File: src/hdl/socket_id_free_list_allocator_core_assert.svh
// assertion macros shared by the socket id allocator modules
// depends on nothing; included by the controller and the datapath
`ifndef SOCKET_ID_FREE_LIST_ALLOCATOR_CORE_ASSERT_SVH
`define SOCKET_ID_FREE_LIST_ALLOCATOR_CORE_ASSERT_SVH

// condition holds at every edge outside reset
`define SIDFL_ASSERT_ALWAYS(label, clk, rst, cond) \
   label: assert property (@(posedge clk) disable iff (rst) (cond)) \
      else $error("sidfl check failed");

// same-cycle implication
`define SIDFL_ASSERT_IMPLY(label, clk, rst, ante, cons) \
   label: assert property (@(posedge clk) disable iff (rst) (ante) |-> (cons)) \
      else $error("sidfl check failed");

// next-cycle implication
`define SIDFL_ASSERT_NEXT(label, clk, rst, ante, cons) \
   label: assert property (@(posedge clk) disable iff (rst) (ante) |=> (cons)) \
      else $error("sidfl check failed");

`endif

File: src/hdl/sidfl_pkg.sv
// shared types and codes of the socket id allocator
// depends on nothing
`timescale 1ns / 1ps
`default_nettype none

package sidfl_pkg;

   // field widths fixed by the interface
   localparam int CSR_W = 11;
   localparam int OP_W  = 2;
   localparam int STS_W = 2;

   // pool size after reset, before clamping to the memory depth
   localparam int CSR_RESET = 1024;

   // operation codes
   localparam logic [OP_W-1:0] OP_ALLOC  = 2'd0;
   localparam logic [OP_W-1:0] OP_FREE   = 2'd1;
   localparam logic [OP_W-1:0] OP_LOOKUP = 2'd2;

   // response status codes
   localparam logic [STS_W-1:0] STS_OK           = 2'd0;
   localparam logic [STS_W-1:0] STS_NO_FREE      = 2'd1;
   localparam logic [STS_W-1:0] STS_ALREADY_FREE = 2'd2;
   localparam logic [STS_W-1:0] STS_OUT_OF_RANGE = 2'd3;

   typedef enum logic [1:0] {
      ST_CLEAR,
      ST_IDLE,
      ST_EXEC
   } state_type;

   // controller to datapath
   typedef struct packed {
      logic rebuild;
      logic clr_en;
      logic load;
      logic exec;
   } cmd_type;

   // datapath to controller
   typedef struct packed {
      logic clr_last;
   } status_type;

endpackage

`default_nettype wire

File: src/hdl/sidfl_ctrl.sv
// controller of the socket id allocator: clearing pass, accept, execute
// depends on sidfl_pkg and the assertion macro header
`timescale 1ns / 1ps
`default_nettype none
`include "socket_id_free_list_allocator_core_assert.svh"

module sidfl_ctrl (
   input  wire logic                 clock,
   input  wire logic                 reset,
   input  wire logic                 req_valid,
   output logic                      req_stall,
   output logic                      rsp_valid,
   input  wire logic                 rsp_stall,
   input  wire logic                 csr_valid,
   output logic                      csr_ready,
   input  wire sidfl_pkg::status_type status,
   output sidfl_pkg::cmd_type        cmd
);

   sidfl_pkg::state_type state_ff, state_in;
   logic                 rsp_valid_ff, rsp_valid_in;
   logic                 rsp_free;

   assign rsp_free = !rsp_valid_ff || !rsp_stall;

   // next state
   always_comb begin
      state_in = state_ff;
      if (csr_valid) begin
         state_in = sidfl_pkg::ST_CLEAR;
      end else begin
         unique case (state_ff)
            sidfl_pkg::ST_CLEAR: begin
               if (status.clr_last) begin
                  state_in = sidfl_pkg::ST_IDLE;
               end
            end
            sidfl_pkg::ST_IDLE: begin
               if (req_valid) begin
                  state_in = sidfl_pkg::ST_EXEC;
               end
            end
            sidfl_pkg::ST_EXEC: begin
               if (rsp_free) begin
                  state_in = sidfl_pkg::ST_IDLE;
               end
            end
            default: begin
               state_in = sidfl_pkg::ST_CLEAR;
            end
         endcase
      end
   end

   // outputs
   always_comb begin
      req_stall   = (state_ff != sidfl_pkg::ST_IDLE);
      csr_ready   = 1'b1;
      cmd.rebuild = csr_valid;
      cmd.clr_en  = (state_ff == sidfl_pkg::ST_CLEAR);
      cmd.load    = (state_ff == sidfl_pkg::ST_IDLE) && req_valid;
      cmd.exec    = (state_ff == sidfl_pkg::ST_EXEC) && rsp_free;
   end

   always_comb begin
      if (cmd.exec) begin
         rsp_valid_in = 1'b1;
      end else if (!rsp_stall) begin
         rsp_valid_in = 1'b0;
      end else begin
         rsp_valid_in = rsp_valid_ff;
      end
   end

   always_ff @(posedge clock) begin
      if (reset) begin
         state_ff     <= sidfl_pkg::ST_CLEAR;
         rsp_valid_ff <= 1'b0;
      end else begin
         state_ff     <= state_in;
         rsp_valid_ff <= rsp_valid_in;
      end
   end

   assign rsp_valid = rsp_valid_ff;

   `SIDFL_ASSERT_NEXT(a_load_to_exec, clock, reset, cmd.load && !csr_valid,
      state_ff == sidfl_pkg::ST_EXEC)
   `SIDFL_ASSERT_IMPLY(a_rsp_from_exec, clock, reset, $rose(rsp_valid_ff), $past(cmd.exec))
   `SIDFL_ASSERT_NEXT(a_clear_ends, clock, reset,
      cmd.clr_en && status.clr_last && !csr_valid, state_ff == sidfl_pkg::ST_IDLE)

endmodule

`default_nettype wire

File: config.mk
export PLATFORM = sky130hd
export DESIGN_NAME = sidfl_ctrl
export DESIGN_NICKNAME = d
export VERILOG_FILES = /design/src/hdl/sidfl_pkg.sv /design/src/hdl/sidfl_ctrl.sv
export VERILOG_INCLUDE_DIRS = /design/src /design/src/hdl
export SDC_FILE = /design/constraint.sdc
export NUM_CORES = 1
export LEC_CHECK = 0
export BUFFER_PORTS_ARGS = -buffer_cell sky130_fd_sc_hd__buf_2
export CORE_AREA = 2 2 39 41
export DETAILED_ROUTE_END_ITERATION = 16
export DIE_AREA = 0 0 41 43
export SLEW_MARGIN = 10
export SYNTH_ARGS = -nofsm -noshare
export SYNTH_HDL_FRONTEND = slang
export SYNTH_SLANG_ARGS = --single-unit
File: constraint.sdc
create_clock -name clock -period 0.9 [get_ports clock]
set_input_delay 0.09 -clock clock [delete_from_list [all_inputs] [get_ports clock]]
set_output_delay 0.09 -clock clock [all_outputs]
set_load 0.02 [all_outputs]
==> results.json <==
{
  "status": "complete, but fails checks",
  "violations": "negative setup slack",
  "drt-vias-per-instance": 3.696,
  "core_um2": 1384,
  "rsz0062_at_grt": "yes",
  "p_comb_share_pct": 18.9,
  "power_density_nw_per_um2": 1220,
  "drt-initial-drc-count": 1,
  "overflow": 0,
  "hp-class": "in -> reg",
  "crit_type": "reg -> out",
  "setup_tns_ns": -1.092,
  "io_pins": 13,
  "slew_viol_final": 0,
  "ant_nets": 0,
  "antenna_cells": 0,
  "grt_busiest_layer": "met2",
  "cp-start-kind": "register",
  "layout.nets": 47,
  "final.min_clock_period_ns": 1.140,
  "syn_to_final_growth_pct": 115.9,
  "grt_first_pass_wirelength_um": 786,
  "grt_use_met3_pct": 4.712,
  "place_congestion": 0.6345,
  "numPortBuffers": 11,
  "worst_ir_drop_vdd_v": 0.0004374,
  "ys_seq_area_share_pct": 34.78,
  "stdcell_area_um2": 372.9,
  "final_util_pct": 26.94,
  "p_sw_share_pct": 24.66,
  "syn_nets": 28,
  "cts_tree": "yes",
  "synthCells": 22,
  "drc_errors": 0,
  "wirelength_um": 524,
  "antenna_found_initial": 0,
  "crit_required_ns": 0.81,
  "cp_max_fo": 3,
  "fill_cells": 153,
  "clkLatencyLatePin_ns": 0.23,
  "clock_sinks": 3,
  "die_w_um": 41,
  "period_share_pct": 126.6,
  "initial_utilization_pct": 12.48,
  "cts_buffers": 3,
  "setup_viol": 6,
  "p_switching_w": 0.0001121,
  "total_power_w": 0.0004548,
  "grt_use_met2_pct": 10.63,
  "track_usage_pct": 7.214,
  "clkTransAtPathRegs_ns": 0.04,
  "grt_pass1_vias": 196,
  "syn_area_um2": 172.7,
  "grt_max_degree": 4,
  "num_vias": 207,
  "clock-root-buffer": "clkbuf_4",
  "synth.distinct_cells": 14,
  "grt_use_met1_pct": 7.348,
  "drive_gt1_share_pct": 72.50,
  "final_hold_viol_count": 0,
  "final_cells": 56,
  "htreeDepth": 1,
  "seqPwrFrac_pct": 30.1,
  "pwr-share-clk_pct": 50.9,
  "clock_path_buffers": 2,
  "fmax_ghz": 0.8774,
  "intPower_w": 0.0003426,
  "critical_path.endpoint_type": "output port",
  "wire_per_inst_um": 9.357,
  "die-area_um2": 1763,
  "ys_ff_latch": 3,
  "core.rowCount": 14,
  "p_leak_nw": 0.1681,
  "dr.pass1.iters": 2,
  "die_height_um": 43,
  "avgSynthCellArea_um2": 7.848,
  "place_area_um2": 265.3,
  "cp.arrival_ns": 1.05,
  "placed_cells": 48,
  "cap_violations": 0,
  "fin_ws_ns": -0.2397,
  "postCtsHoldBufs": 0,
  "synth-warning-count": 0,
  "finClkSkew_ns": 0.001075
}
==> kinds of logic after synthesis <==
family	share of synthesized area, %
flip-flops	34.78
buffers and inverters	15.21
other	2.172
AND/OR/NAND/NOR	31.89
AO/OA/AOI/OAI	15.94
==> sequential cells by signal, indices dropped and copies added (netlist names) <==
signal,flops
state_ff,2
rsp_valid,1
==> what timing repair did <==
| item | 4_1_cts | 5_1_grt |
|---|---|---|
| buffers inserted | 3 | 1 |
| hold endpoints to repair | 0 | 0 |
| endpoints found under the setup margin | 6 | 8 |
| pin swaps | 2 | 1 |
| gates resized for setup | 12 | 4 |
==> final timing paths <==
check / slack [ns] / end / cells past startpoint / from
hold reg to reg: 0.60 / state_ff[0] / 2 / state_ff[0]
hold / removal: 0.05 / state_ff[0] / 2 / csr_valid
setup reg to reg: -0.18 / state_ff[0] / 5 / state_ff[1]
setup / recovery: -0.24 / cmd[1] / 4 / state_ff[1]
==> routing by layer <==
| layer | vias to the layer above | routed length (um) |
|---|---|---|
| met3 | 0 | 41 |
| met5 | - | 0 |
| met4 | 0 | 0 |
| li1 | 106 | - |
| met1 | 94 | 186 |
| met2 | 7 | 295 |
==> through the flow <==
| step | setup WS [ns] | hold WS [ns] |
|---|---|---|
| floorplan | -0.03662 | 0.1494 |
| global placement | -0.04435 | 0.2889 |
| detailed placement | -0.05746 | 0.2915 |
| CTS | -0.2574 | 0.03999 |
| global route | -0.2875 | 0.04562 |
| finish | -0.2397 | 0.04582 |
==> power by group through the flow <==
| stage | registers (W) | logic, W | clock network, W |
|---|---|---|---|
| 2_1_floorplan | 0.000140 | 0.0000419 | 0 |
| 3_3_place_gp | 0.000138 | 0.0000668 | 0 |
| 3_5_place_dp | 0.000139 | 0.0000673 | 0 |
| 4_1_cts | 0.000137 | 0.0000787 | 0.000245 |
| 5_1_grt | 0.000137 | 0.0000921 | 0.000260 |
| 6_report | 0.000137 | 0.0000860 | 0.000232 |
==> cell usage in the layout, fill, tap and decap left out <==
cell type | synthesis | final
a21oi_1 | 2 | 1
a21oi_2 | 0 | 1
and3_4 | 0 | 1
buf_2 | 0 | 6
buf_4 | 3 | 4
buf_6 | 0 | 7
clkbuf_1 | 0 | 1
clkbuf_4 | 0 | 3
conb_1 | 1 | 1
dfxtp_2 | 0 | 2
dfxtp_4 | 0 | 1
inv_1 | 1 | 1
nand2_1 | 1 | 1
nand2b_4 | 0 | 1
nor2_1 | 4 | 2
nor2_4 | 0 | 2
nor2b_1 | 1 | 1
nor3_2 | 1 | 1
o21a_1 | 1 | 1
o32a_1 | 1 | 1
or2b_1 | 1 | 1
==> critical path: stages (launching register included) <==
cell	delay, ns
dfxtp_2	0.31
buf_4	0.14
nand2b_4	0.16
nor2_4	0.10
buf_6	0.12
==> cell type report <==
cell class / instances / area, um^2 / share of cell area [%]
Timing Repair Buffer: 17 / 138.9 / 37.25
Sequential cell: 3 / 66.31 / 17.79
Multi-Input combinational cell: 15 / 117.6 / 31.54
Clock buffer: 4 / 26.28 / 7.047
Tap cell: 16 / 20.02 / 5.369
Inverter: 1 / 3.754 / 1.007
==> cells in the mapped netlist <==
cell type	instances	area, um^2
buf_4	3	22.52
o21a_1	1	7.510
nor2_1	4	15.01
o32a_1	1	10.01
nand2_1	1	3.750
or2b_1	1	7.510
nand2b_1	1	6.260
and3_1	1	6.260
nor2b_1	1	6.260
inv_1	1	3.750
a21oi_1	2	10.01
nor3_2	1	10.01
dfxtp_1	3	60.06
conb_1	1	3.750
Note: power is estimated with default switching activity, not from simulation.
